File: config.mk
export PLATFORM = sky130hd
export DESIGN_NAME = md5_message_digest_top
export DESIGN_NICKNAME = d
export VERILOG_FILES = /design/src/hw/rtl/md5_pkg.sv /design/src/hw/rtl/md5_message_digest_top.sv
export SDC_FILE = /design/constraint.sdc
export NUM_CORES = 2
export LEC_CHECK = 0
export BUFFER_PORTS_ARGS = -buffer_cell sky130_fd_sc_hd__buf_2
export CAP_MARGIN = 20
export CORE_MARGIN = 10
export CORE_UTILIZATION = 55
export CTS_CLUSTER_SIZE = 12
export DETAILED_ROUTE_END_ITERATION = 16
export PLACE_DENSITY = 0.69
export SLEW_MARGIN = 20
export SYNTH_ARGS = -nofsm -noshare
export SYNTH_HDL_FRONTEND = slang
export SYNTH_SLANG_ARGS = --single-unit
File: constraint.sdc
create_clock -name clk -period 9.6 [get_ports clk]
set_input_delay 1.92 -clock clk [delete_from_list [all_inputs] [get_ports clk]]
set_output_delay 1.92 -clock clk [all_outputs]
set_load 0.01 [all_outputs]
File: src/hw/rtl/md5_pkg.sv
package md5_pkg;

	typedef struct packed {
		logic [7:0] data_byte;
		logic       no_byte;
		logic       end_of_message;
	} md5_in_t;

	typedef struct packed {
		logic [31:0] digest_word;
		logic [1:0]  word_number;
		logic        last_word;
	} md5_out_t;

	localparam logic [31:0] INIT_A = 32'h67452301;
	localparam logic [31:0] INIT_B = 32'hEFCDAB89;
	localparam logic [31:0] INIT_C = 32'h98BADCFE;
	localparam logic [31:0] INIT_D = 32'h10325476;

	function automatic logic [31:0] round_k(input logic [5:0] i);
		logic [31:0] k;
		begin
			unique case (i)
				6'd0: k = 32'hD76AA478; 6'd1: k = 32'hE8C7B756;
				6'd2: k = 32'h242070DB; 6'd3: k = 32'hC1BDCEEE;
				6'd4: k = 32'hF57C0FAF; 6'd5: k = 32'h4787C62A;
				6'd6: k = 32'hA8304613; 6'd7: k = 32'hFD469501;
				6'd8: k = 32'h698098D8; 6'd9: k = 32'h8B44F7AF;
				6'd10: k = 32'hFFFF5BB1; 6'd11: k = 32'h895CD7BE;
				6'd12: k = 32'h6B901122; 6'd13: k = 32'hFD987193;
				6'd14: k = 32'hA679438E; 6'd15: k = 32'h49B40821;
				6'd16: k = 32'hF61E2562; 6'd17: k = 32'hC040B340;
				6'd18: k = 32'h265E5A51; 6'd19: k = 32'hE9B6C7AA;
				6'd20: k = 32'hD62F105D; 6'd21: k = 32'h02441453;
				6'd22: k = 32'hD8A1E681; 6'd23: k = 32'hE7D3FBC8;
				6'd24: k = 32'h21E1CDE6; 6'd25: k = 32'hC33707D6;
				6'd26: k = 32'hF4D50D87; 6'd27: k = 32'h455A14ED;
				6'd28: k = 32'hA9E3E905; 6'd29: k = 32'hFCEFA3F8;
				6'd30: k = 32'h676F02D9; 6'd31: k = 32'h8D2A4C8A;
				6'd32: k = 32'hFFFA3942; 6'd33: k = 32'h8771F681;
				6'd34: k = 32'h6D9D6122; 6'd35: k = 32'hFDE5380C;
				6'd36: k = 32'hA4BEEA44; 6'd37: k = 32'h4BDECFA9;
				6'd38: k = 32'hF6BB4B60; 6'd39: k = 32'hBEBFBC70;
				6'd40: k = 32'h289B7EC6; 6'd41: k = 32'hEAA127FA;
				6'd42: k = 32'hD4EF3085; 6'd43: k = 32'h04881D05;
				6'd44: k = 32'hD9D4D039; 6'd45: k = 32'hE6DB99E5;
				6'd46: k = 32'h1FA27CF8; 6'd47: k = 32'hC4AC5665;
				6'd48: k = 32'hF4292244; 6'd49: k = 32'h432AFF97;
				6'd50: k = 32'hAB9423A7; 6'd51: k = 32'hFC93A039;
				6'd52: k = 32'h655B59C3; 6'd53: k = 32'h8F0CCC92;
				6'd54: k = 32'hFFEFF47D; 6'd55: k = 32'h85845DD1;
				6'd56: k = 32'h6FA87E4F; 6'd57: k = 32'hFE2CE6E0;
				6'd58: k = 32'hA3014314; 6'd59: k = 32'h4E0811A1;
				6'd60: k = 32'hF7537E82; 6'd61: k = 32'hBD3AF235;
				6'd62: k = 32'h2AD7D2BB; default: k = 32'hEB86D391;
			endcase
			return k;
		end
	endfunction

	function automatic logic [4:0] round_s(input logic [5:0] i);
		logic [4:0] s;
		begin
			unique case ({i[5:4], i[1:0]})
				4'd0: s = 5'd7;  4'd1: s = 5'd12; 4'd2: s = 5'd17; 4'd3: s = 5'd22;
				4'd4: s = 5'd5;  4'd5: s = 5'd9;  4'd6: s = 5'd14; 4'd7: s = 5'd20;
				4'd8: s = 5'd4;  4'd9: s = 5'd11; 4'd10: s = 5'd16; 4'd11: s = 5'd23;
				4'd12: s = 5'd6; 4'd13: s = 5'd10; 4'd14: s = 5'd15; default: s = 5'd21;
			endcase
			return s;
		end
	endfunction

	// Message word index used by round i.
	function automatic logic [3:0] round_g(input logic [5:0] i);
		logic [3:0] g;
		begin
			unique case (i[5:4])
				2'd0: g = i[3:0];
				2'd1: g = 4'(5 * i[3:0] + 1);
				2'd2: g = 4'(3 * i[3:0] + 5);
				default: g = 4'(7 * i[3:0]);
			endcase
			return g;
		end
	endfunction

endpackage

File: src/hw/rtl/md5_message_digest_top.sv
// Streaming MD5 digest engine.
// Input channel (in_valid, in_stall, in_data): one beat per message byte; a
// beat with end_of_message closes the message, and with no_byte set it
// carries no byte (an empty message is one such beat).
// Output channel (out_valid, out_stall, out_data): four beats per message,
// digest words 0 to 3, last_word set on word 3.
// Bytes are written into a 16-word block memory, one per cycle while input
// is not stalled. A full block is compressed at one round per cycle: a read
// warmup step, 64 rounds and a final add, during which input is stalled. A
// byte that neither finishes a block nor ends the message leaves input open.
// Ending a message runs padding writes over one or two blocks, two length
// writes and one or two compressions, then shows the four words, one per
// cycle while out_stall is low.
// When out_stall is high the current digest beat holds; input stays stalled
// until the last word is taken. The memory read port is what sets one round
// per cycle. Reset restores the initial chaining words and a zero byte count;
// the block memory needs no clearing.
module md5_message_digest_top
	import md5_pkg::*;
(
	input  logic     clk,
	input  logic     arst_n,
	input  logic     in_valid,
	output logic     in_stall,
	input  md5_in_t  in_data,
	output logic     out_valid,
	input  logic     out_stall,
	output md5_out_t out_data
);

	typedef enum logic [5:0] {
		ST_IDLE = 6'b000001,
		ST_PAD  = 6'b000010,
		ST_RUN  = 6'b000100,
		ST_ADD  = 6'b001000,
		ST_LEN  = 6'b010000,
		ST_OUT  = 6'b100000
	} state_t;

	state_t      state_q;
	logic [31:0] mem [16];
	logic [31:0] rd_q;
	logic [60:0] total_q;
	logic [31:0] h_q [4];
	logic [31:0] a_q, b_q, c_q, d_q;
	logic [6:0]  rnd_q;      // rounds issued, bit 6 marks the read warmup
	logic [5:0]  pad_q;      // byte position during padding
	logic        ending_q;   // message ends after the current compression
	logic        second_q;   // padding needs a second block
	logic [1:0]  wnum_q;

	// Byte writes use a read-modify-free byte enable.
	logic        wr_en;
	logic [3:0]  wr_addr;
	logic [3:0]  wr_be;
	logic [31:0] wr_data;
	logic [3:0]  rd_addr;

	logic [5:0]  rnd;
	logic [31:0] f, t, rot;
	logic [4:0]  s;
	logic        take;
	logic [5:0]  pos;

	assign pos = total_q[5:0];
	assign rnd = rnd_q[5:0];
	assign take = in_valid && (state_q == ST_IDLE);
	assign in_stall = (state_q != ST_IDLE);
	// The warmup cycle fetches the word for round 0, each round the next one.
	assign rd_addr = (state_q == ST_RUN && !rnd_q[6]) ?
		round_g(6'(rnd_q + 7'd1)) : round_g(6'd0);

	always_comb begin
		wr_en = 1'b0;
		wr_addr = pos[5:2];
		wr_be = 4'b0;
		wr_data = 32'h0;
		priority case (state_q)
			ST_IDLE: begin
				wr_en = take && !in_data.no_byte;
				wr_be = 4'b0001 << pos[1:0];
				wr_data = {4{in_data.data_byte}};
			end
			ST_PAD: begin
				wr_en = 1'b1;
				wr_addr = pad_q[5:2];
				wr_be = 4'b0001 << pad_q[1:0];
				wr_data = (pad_q == pos) ? 32'h80808080 : 32'h0;
			end
			ST_LEN: begin
				wr_en = 1'b1;
				wr_addr = pad_q[3] ? 4'd15 : 4'd14;
				wr_be = 4'b1111;
				wr_data = pad_q[3] ? total_q[60:29] : {total_q[28:0], 3'b000};
			end
			default: ;
		endcase
	end

	// Block memory: byte-enabled write port, registered read port.
	always_ff @(posedge clk) begin
		if (wr_en) begin
			for (int i = 0; i < 4; i++)
				if (wr_be[i]) mem[wr_addr][8*i +: 8] <= wr_data[8*i +: 8];
		end
		rd_q <= mem[rd_addr];
	end

	// One MD5 round on the registered message word.
	always_comb begin
		unique case (rnd[5:4])
			2'd0: f = d_q ^ (b_q & (c_q ^ d_q));
			2'd1: f = c_q ^ (d_q & (b_q ^ c_q));
			2'd2: f = b_q ^ c_q ^ d_q;
			default: f = c_q ^ (b_q | ~d_q);
		endcase
		t = a_q + f + round_k(rnd) + rd_q;
		s = round_s(rnd);
		rot = (t << s) | (t >> (6'd32 - {1'b0, s}));
	end

	always_ff @(posedge clk or negedge arst_n) begin
		if (!arst_n) begin
			state_q <= ST_IDLE;
			total_q <= '0;
			h_q[0] <= INIT_A; h_q[1] <= INIT_B; h_q[2] <= INIT_C; h_q[3] <= INIT_D;
			rnd_q <= '0;
			pad_q <= '0;
			ending_q <= 1'b0;
			second_q <= 1'b0;
			wnum_q <= '0;
		end else begin
			unique case (state_q)
				ST_IDLE: if (take) begin
					if (!in_data.no_byte) total_q <= total_q + 61'd1;
					ending_q <= in_data.end_of_message;
					if (!in_data.no_byte && pos == 6'd63) begin
						state_q <= ST_RUN;
						rnd_q <= 7'h40;
					end else if (in_data.end_of_message) begin
						state_q <= ST_PAD;
						pad_q <= in_data.no_byte ? pos : 6'(pos + 6'd1);
					end
				end
				ST_PAD: begin
					// Marker byte then zeros through the end of the block.
					pad_q <= pad_q + 6'd1;
					if (pad_q == 6'd63) begin
						if (pos >= 6'd56 && !second_q) begin
							second_q <= 1'b1;
							state_q <= ST_RUN;
							rnd_q <= 7'h40;
						end else begin
							state_q <= ST_LEN;
							pad_q <= 6'd0;
						end
					end
				end
				ST_LEN: begin
					pad_q <= 6'd8;
					if (pad_q[3]) begin
						state_q <= ST_RUN;
						rnd_q <= 7'h40;
						second_q <= 1'b0;
						ending_q <= 1'b0;
						wnum_q <= 2'd0;
					end
				end
				ST_RUN: begin
					if (rnd_q[6]) begin
						rnd_q <= '0;
						a_q <= h_q[0]; b_q <= h_q[1]; c_q <= h_q[2]; d_q <= h_q[3];
					end else begin
						a_q <= d_q; d_q <= c_q; c_q <= b_q; b_q <= b_q + rot;
						rnd_q <= rnd_q + 7'd1;
						if (rnd == 6'd63) state_q <= ST_ADD;
					end
				end
				ST_ADD: begin
					h_q[0] <= h_q[0] + a_q; h_q[1] <= h_q[1] + b_q;
					h_q[2] <= h_q[2] + c_q; h_q[3] <= h_q[3] + d_q;
					if (second_q) begin
						// Second padding block: zero it, then write the length.
						state_q <= ST_PAD;
						pad_q <= 6'd0;
					end else if (ending_q) begin
						state_q <= ST_PAD;
						pad_q <= pos;
					end else if (pad_q[3]) begin
						state_q <= ST_OUT;
					end else begin
						state_q <= ST_IDLE;
					end
				end
				ST_OUT: if (!out_stall) begin
					wnum_q <= wnum_q + 2'd1;
					if (wnum_q == 2'd3) begin
						state_q <= ST_IDLE;
						total_q <= '0;
						pad_q <= '0;
						h_q[0] <= INIT_A; h_q[1] <= INIT_B;
						h_q[2] <= INIT_C; h_q[3] <= INIT_D;
					end
				end
				default: state_q <= ST_IDLE;
			endcase
		end
	end

	assign out_valid = (state_q == ST_OUT);
	assign out_data.digest_word = h_q[wnum_q];
	assign out_data.word_number = wnum_q;
	assign out_data.last_word = (wnum_q == 2'd3);

endmodule
Yosys cells after proc, flatten, opt, wreduce, memory -nomap -nowiden
Memories as Yosys holds them, arrays and structs flattened. A register that Yosys moved wholly into a read port is not among the register bits.
Index checks and enable logic that the tools add are counted.
W data, S select, Z words.
{ "totals": {"output_inout_bits": 37, "elab_cells": 190, "inputBits": 14, "mem_count": 3, "regBits": 340, "rom_bits": 2128, "ram_bits": 512} }
{ "memory_table": {"columns": ["memory", "depth", "word_bits", "read_ports", "rd_ports_with_merged_regs", "wr", "line", "rtl"], "rows": [
  ["(no name shown)", 64, 32, 1, 0, 0, "md5_pkg.sv:23", "unique case (i)"],
  ["mem", 16, 32, 1, 1, 1, "md5_message_digest_top.sv:41", "logic [31:0] mem [16];"],
  ["(no name shown)", 16, 5, 1, 0, 0, "md5_pkg.sv:64", "unique case ({i[5:4], i[1:0]})"]
]} }
{ "op_classes": {"n_eq_ne": 30, "n_addsub": 16, "n_bitwise": 12, "muxes": 78, "n_lt_le_gt_ge": 2, "shifts": 4, "multipliers": 3, "reduce_logical": 27} }
{ "op_table": {"columns": ["cell", "n"], "rows": [
  ["$add A32 B32 Y32", 8],
  ["$mux W128", 2],
  ["$mux W32", 8],
  ["$pmux W128 S2", 1],
  ["$mux W61", 4],
  ["$pmux W32 S3", 2],
  ["$xor A32 B32 Y32", 6],
  ["$mux W6", 22],
  ["$pmux W61 S2", 1],
  ["$and A32 B32 Y32", 2],
  ["$bmux W32 S2", 1],
  ["$or A32 B32 Y32", 2],
  ["$add A61 B1 Y61 const B", 1],
  ["$mux W7", 6],
  ["$pmux W6 S6", 1],
  ["$not A32 Y32", 1],
  ["$shl A32 B5 Y32", 1],
  ["$shr A32 B6 Y32", 1],
  ["$pmux W6 S5", 1],
  ["$pmux W7 S4", 1],
  ["$eq A6 B6 Y1 const B", 4],
  ["$pmux W4 S3", 2],
  ["$ne A2 B2 Y1 const B", 9],
  ["$mux W1", 17],
  ["44 further kinds", 68]
]} }

Logic depth before layout (Yosys ltp)
{ "logic_depth": {"depth_word": 11, "mapped_depth": 41, "mapped_depth_nobuf": 38} }

Worst setup path after synthesis
No wires, ideal clock.
{ "synth_timing": {"path_kind": "flip-flop to flip-flop", "start": "register rnd_q[0]", "end": "register b_q[30], data pin", "path_buffers": 2, "path_slack_ns": 0.861, "t_required_ns": 9.335, "arrival_ns": 8.474, "synth_period_minus_slack_ns": 8.739, "setup_ns": 0.265, "path_stages_with_launch": 38, "cell_sequence": "dfrtp_1 -> inv_2 -> clkbuf_1 -> ha_1 -> clkbuf_1 -> nor2_1 -> o31ai_1 -> a211oi_1 -> a21oi_1 -> fa_1 -> inv_1 -> ha_1 -> fa_1 -> a21o_1 -> a22oi_1 -> a21o_4 -> nor4_4 -> or2_4 -> [2 not listed] -> mux2i_2 -> o21bai_2 -> mux2i_2 -> nor3_1 -> o22a_1 -> ha_1 -> fa_1 -> a211o_1 -> a21oi_2 -> o211ai_1 -> o211ai_1 -> a31oi_1 -> o41a_1 -> a221o_1 -> o41a_1 -> a21oi_1 -> xor2_1 -> o21ai_1"} }
{ "synth_between": {"elab_chain_cells": 7, "elab_cells_between_ends": 10, "classes_between": "add/sub: 4; shift: 2; mux: 1; bitwise: 1; memory: 2"} }
{ "synth_lines": {"columns": ["item", "line", "rtl"], "rows": [
  ["start: declaration", "md5_message_digest_top.sv:46", "logic [6:0] rnd_q;"],
  ["start signal: assignment", "md5_message_digest_top.sv:175", "rnd_q <= rnd_q + 7'd1;"],
  ["$mem_v2 Z64 W32", null, null],
  ["$add A32 B32 Y32 (2 in series)", "md5_message_digest_top.sv:117", "t = a_q + f + round_k(rnd) + rd_q;"],
  ["$shr A32 B6 Y32 / $shl A32 B5 Y32 (equally long branches)", "md5_message_digest_top.sv:119", "rot = (t << s) | (t >> (6'd32 - {1'b0, s}));"],
  ["$or A32 B32 Y32 *", "md5_message_digest_top.sv:119", null],
  ["$add A32 B32 Y32 *", "md5_message_digest_top.sv:174", "a_q <= d_q; d_q <= c_q; c_q <= b_q; b_q <= b_q + rot;"],
  ["$mux W32 *", "md5_message_digest_top.sv:170", "if (rnd_q[6]) begin"],
  ["end signal: assignment", "md5_message_digest_top.sv:172", "a_q <= h_q[0]; b_q <= h_q[1]; c_q <= h_q[2]; d_q <= h_q[3];"],
  ["end signal: assignment", "md5_message_digest_top.sv:174", null],
  ["end: declaration", "md5_message_digest_top.sv:45", "logic [31:0] a_q, b_q, c_q, d_q;"]
]} }
Mark *: on every way between the ends. The rest lies on a longest branch, timed or not.
A chain may end at the register's enable or synchronous reset.

Final worst setup path
{ "layout_timing": {"start": "register rnd_q[1]", "end": "register b_q[30], data pin"} }
Same word-level chain as after synthesis.

==> run_results.csv <==
group,metric,value,unit
placement,portBuffers,50,
outcome,status,"finished, final reports clean",
clock_tree,clockRootBuffer,"clkbuf_16",
synthesis,avgSynthCellArea,9.817,sq um
setup_path,critPathMostFrequentCell,"buf_4",
setup_path,worstPathRequired,10.02,ns
floorplanning,die_x,341.1,um
synthesis,synth_edf_count,640,
synthesis,ys_warn_count,0,
routing,avgRoutedWirePerCell,25.73,um
setup_path,crit_fanout,14,
min_path,hp-class,"reg -> reg",
finish,syn_to_final_growth,10.12,%
synthesis,async_reset_ff_share,23.98,%
timing,period_needed,9.268,ns
pwr,p_per_area,198.9,mW/mm^2
floorplanning,start_util,55.58,%
synthesis,yosysUniqueCellTypes,120,
timing,rsz0062_at_grt,"no",
synthesis,synth_top_area_share,33.89,%
setup_path,end_kind,"flop",
setup_path,slowest_stage,"fa_1",
synthesis,synth_xor_area_share,4.198,%
placement,post-dp-hpwl,131700,um
timing,slew_headroom,26.89,%
floorplanning,ioPinCount,51,
routing,drt_iter0_drc,5189,
floorplanning,fp.dieH,341.1,um
finish,nets,6060,
timing,fin_tns_setup,0,ns
timing,max_freq,0.1079,GHz
synthesis,ys_seq_elements,884,
synthesis,syn_nets,6075,
global_route,grt_max_degree,129,
synthesis,yosysTopAreaCell,"edfxtp_1",
synthesis,synth_fa_ha_area_share,7.166,%
setup_path,arrival,9.69,ns
pwr,ir_drop,0.0001914,V
synthesis,yosysMostFrequentCell,"edfxtp_1",
synthesis,synth_simple_gate_area_share,13.71,%
placement,dpl_cell_area,0.05892,sq mm
synthesis,synth_commonest_cells,"edfxtp_1 (640), nor2_1 (592), o21ai_0 (521)",
clock_tree,clock_sinks,884,
routing,drt-total-wl,185600,um
finish,fin_util,61.20,%
finish,finalInstanceArea,0.06245,sq mm
pwr,power.leakage,23.82,nW
synthesis,synthTopCellsByArea,"edfxtp_1 (34%), dfrtp_1 (6.5%), ha_1 (4.8%), o21ai_0 (4.6%), a21oi_1 (4.0%)",
synthesis,synthMuxAreaShare,7.834,%
timing,slew_violations,0,
timing,clock_skew,0.05252,ns
synthesis,synth_seq_area_share,44.52,%
timing,finalHoldViolCount,0,
floorplanning,rows,117,
global_route,overflow,0,
timing,worst_hold_slack,0.5077,ns
routing,routed_via_density,6.471,
setup_path,setup.worst_path.class,"reg -> reg",
finish,drive_gt1_share,13.19,%
timing,setup_viol_count_final,0,
synthesis,synthFlopType,"edfxtp_1",
routing,vias,46680,
clock_tree,h-tree-depth,3,
setup_path,start_kind,"flop",
global_route,antenna_found_initial,2,
global_route,track_usage,30.84,%
synthesis,synth_top_family_by_area,"compound AO/OA/AOI/OAI gates",
placement,globalplace.congestion,1.002,
floorplanning,core_area,0.1020,sq mm
clock_tree,clk_latency,0.72,ns
setup_path,critPathMaxStageDelay,0.59,ns
clock_tree,clock_path_buffers,3,
synthesis,postSynthCellCount,5777,
global_route,grt_pass1_vias,44230,
timing,fin_crit_sh,96.54,%
clock_tree,cts_tree,"yes",
routing,firstDrtPassIters,7,
routing,drcViolationCount,0,
setup_path,regToRegSetupSlack,0.33,ns
clock_tree,cts_buffers,97,
run,cap_viol_max_count,0,
synthesis,synth_compound_gate_area_share,18.74,%
timing,tightest_slew,1.097,ns
synthesis,syn_area,0.05671,sq mm
clock_tree,path_clk_slew,0.07,ns
floorplanning,dieArea,0.1164,sq mm
global_route,grt_pass1_wl,277300,um
finish,nFillCells,8569,
routing,ant_nets,0,
[power by group]
group          leakage [nW]  internal, mW  total, mW  switching (mW)
clock network          1.62          2.28       3.91            1.64
logic                  13.7          1.37       3.75            2.38
registers              8.50          4.54       4.75           0.217
total                  23.8          8.18       12.4            4.24
[flip-flops by register name (all words and copies together) (netlist names), 32 cells and up]
name,count
b_q,32
a_q,32
d_q,32
total_q,61
h_q,128
mem,512
c_q,32
rd_q,32
[critical path, delay by kind of cell (launching register included)]
family | cells | cell delay (ns)
AND/OR/NAND/NOR | 8 | 1.33
multiplexers | 1 | 0.19
flip-flops | 1 | 0.35
buffers and inverters | 6 | 0.94
AO/OA/AOI/OAI | 17 | 3.83
XOR/XNOR | 2 | 0.38
adder cells (fa/ha/maj) | 5 | 1.88
[cell usage in the layout (no fill, tap or decap), types with 27 or more instances in the layout]
master / netlist / layout
ha_1: 216 / 213
clkbuf_16: 0 / 97
inv_1: 204 / 204
or3_1: 98 / 98
o211ai_1: 109 / 109
a21o_1: 94 / 94
o31ai_1: 32 / 32
a22oi_1: 27 / 27
dfstp_2: 65 / 65
o22ai_1: 40 / 38
a211oi_1: 66 / 64
a31oi_1: 54 / 53
nand2_1: 474 / 472
a21oi_1: 449 / 443
dfxtp_1: 32 / 32
mux2_2: 154 / 154
nand4_1: 33 / 33
nor2_1: 592 / 587
buf_4: 5 / 169
nand2b_1: 27 / 27
nor3_1: 202 / 201
o21ai_0: 521 / 488
dfrtp_1: 147 / 140
nor2b_1: 31 / 31
xnor2_1: 143 / 139
xor2_1: 117 / 117
mux4_2: 37 / 37
nand3_1: 93 / 93
clkbuf_1: 246 / 34
o21a_1: 32 / 32
edfxtp_1: 640 / 640
o21ai_1: 41 / 65
and3_1: 48 / 48
fa_1: 68 / 68
buf_2: 46 / 49
mux2i_1: 166 / 165
[metal layers]
layer / wire [um] / up-vias / global-route usage [%]
met3: 11920 / 583 / 4.174
met1: 71190 / 22690 / 37.78
met4: 13520 / 2 / 19.03
li1: - / 21300 / -
met2: 88950 / 2110 / 51.43
met5: 13 / - / 0
[stage by stage]
step	cells	total power, mW	worst slack, ns
5_1_grt	7213	12.90	0.01870
3_3_place_gp	7028	8.418	0.3781
2_1_floorplan	5777	7.165	0.8613
3_5_place_dp	7028	8.462	0.3982
6_report	7214	12.42	0.3320
4_1_cts	7210	12.35	0.3440
[layout make-up]
| cell class | count | area (sq um) | share of cell area (%) |
|---|---|---|---|
| multi-input combinational | 4334 | 29560 | 47.33 |
| sequential | 884 | 25260 | 40.45 |
| clock buffer | 142 | 2706 | 4.334 |
| timing repair buffer | 232 | 1775 | 2.843 |
| tap | 1368 | 1712 | 2.741 |
| inverter | 213 | 802.0 | 1.284 |
| clock inverter | 40 | 631.9 | 1.012 |
| antenna | 1 | 2.502 | 0.004007 |
[kinds of logic after synthesis]
group,count (synthesis)
multiplexers,375
AO/OA/AOI/OAI,1710
adder cells (fa/ha/maj),284
buffers and inverters,559
XOR/XNOR,265
flip-flops,884
AND/OR/NAND/NOR,1700
[repair_timing]
item,CTS,global route
buffers inserted,0,1
hold buffers,0,0
gates resized for setup,0,34
setup endpoints to repair,0,4
[worst paths after layout]
check	end	cells after the start	from
setup / recovery	b_q[30]	39	rnd_q[1]
hold / removal	ending_q	1	ending_q
setup reg to reg	b_q[30]	39	rnd_q[1]
hold reg to reg	ending_q	1	ending_q
max in group asynchronous	rnd_q[5]	3	arst_n
min in group asynchronous	h_q[69]	1	arst_n
(Power assumes the default switching activity.)
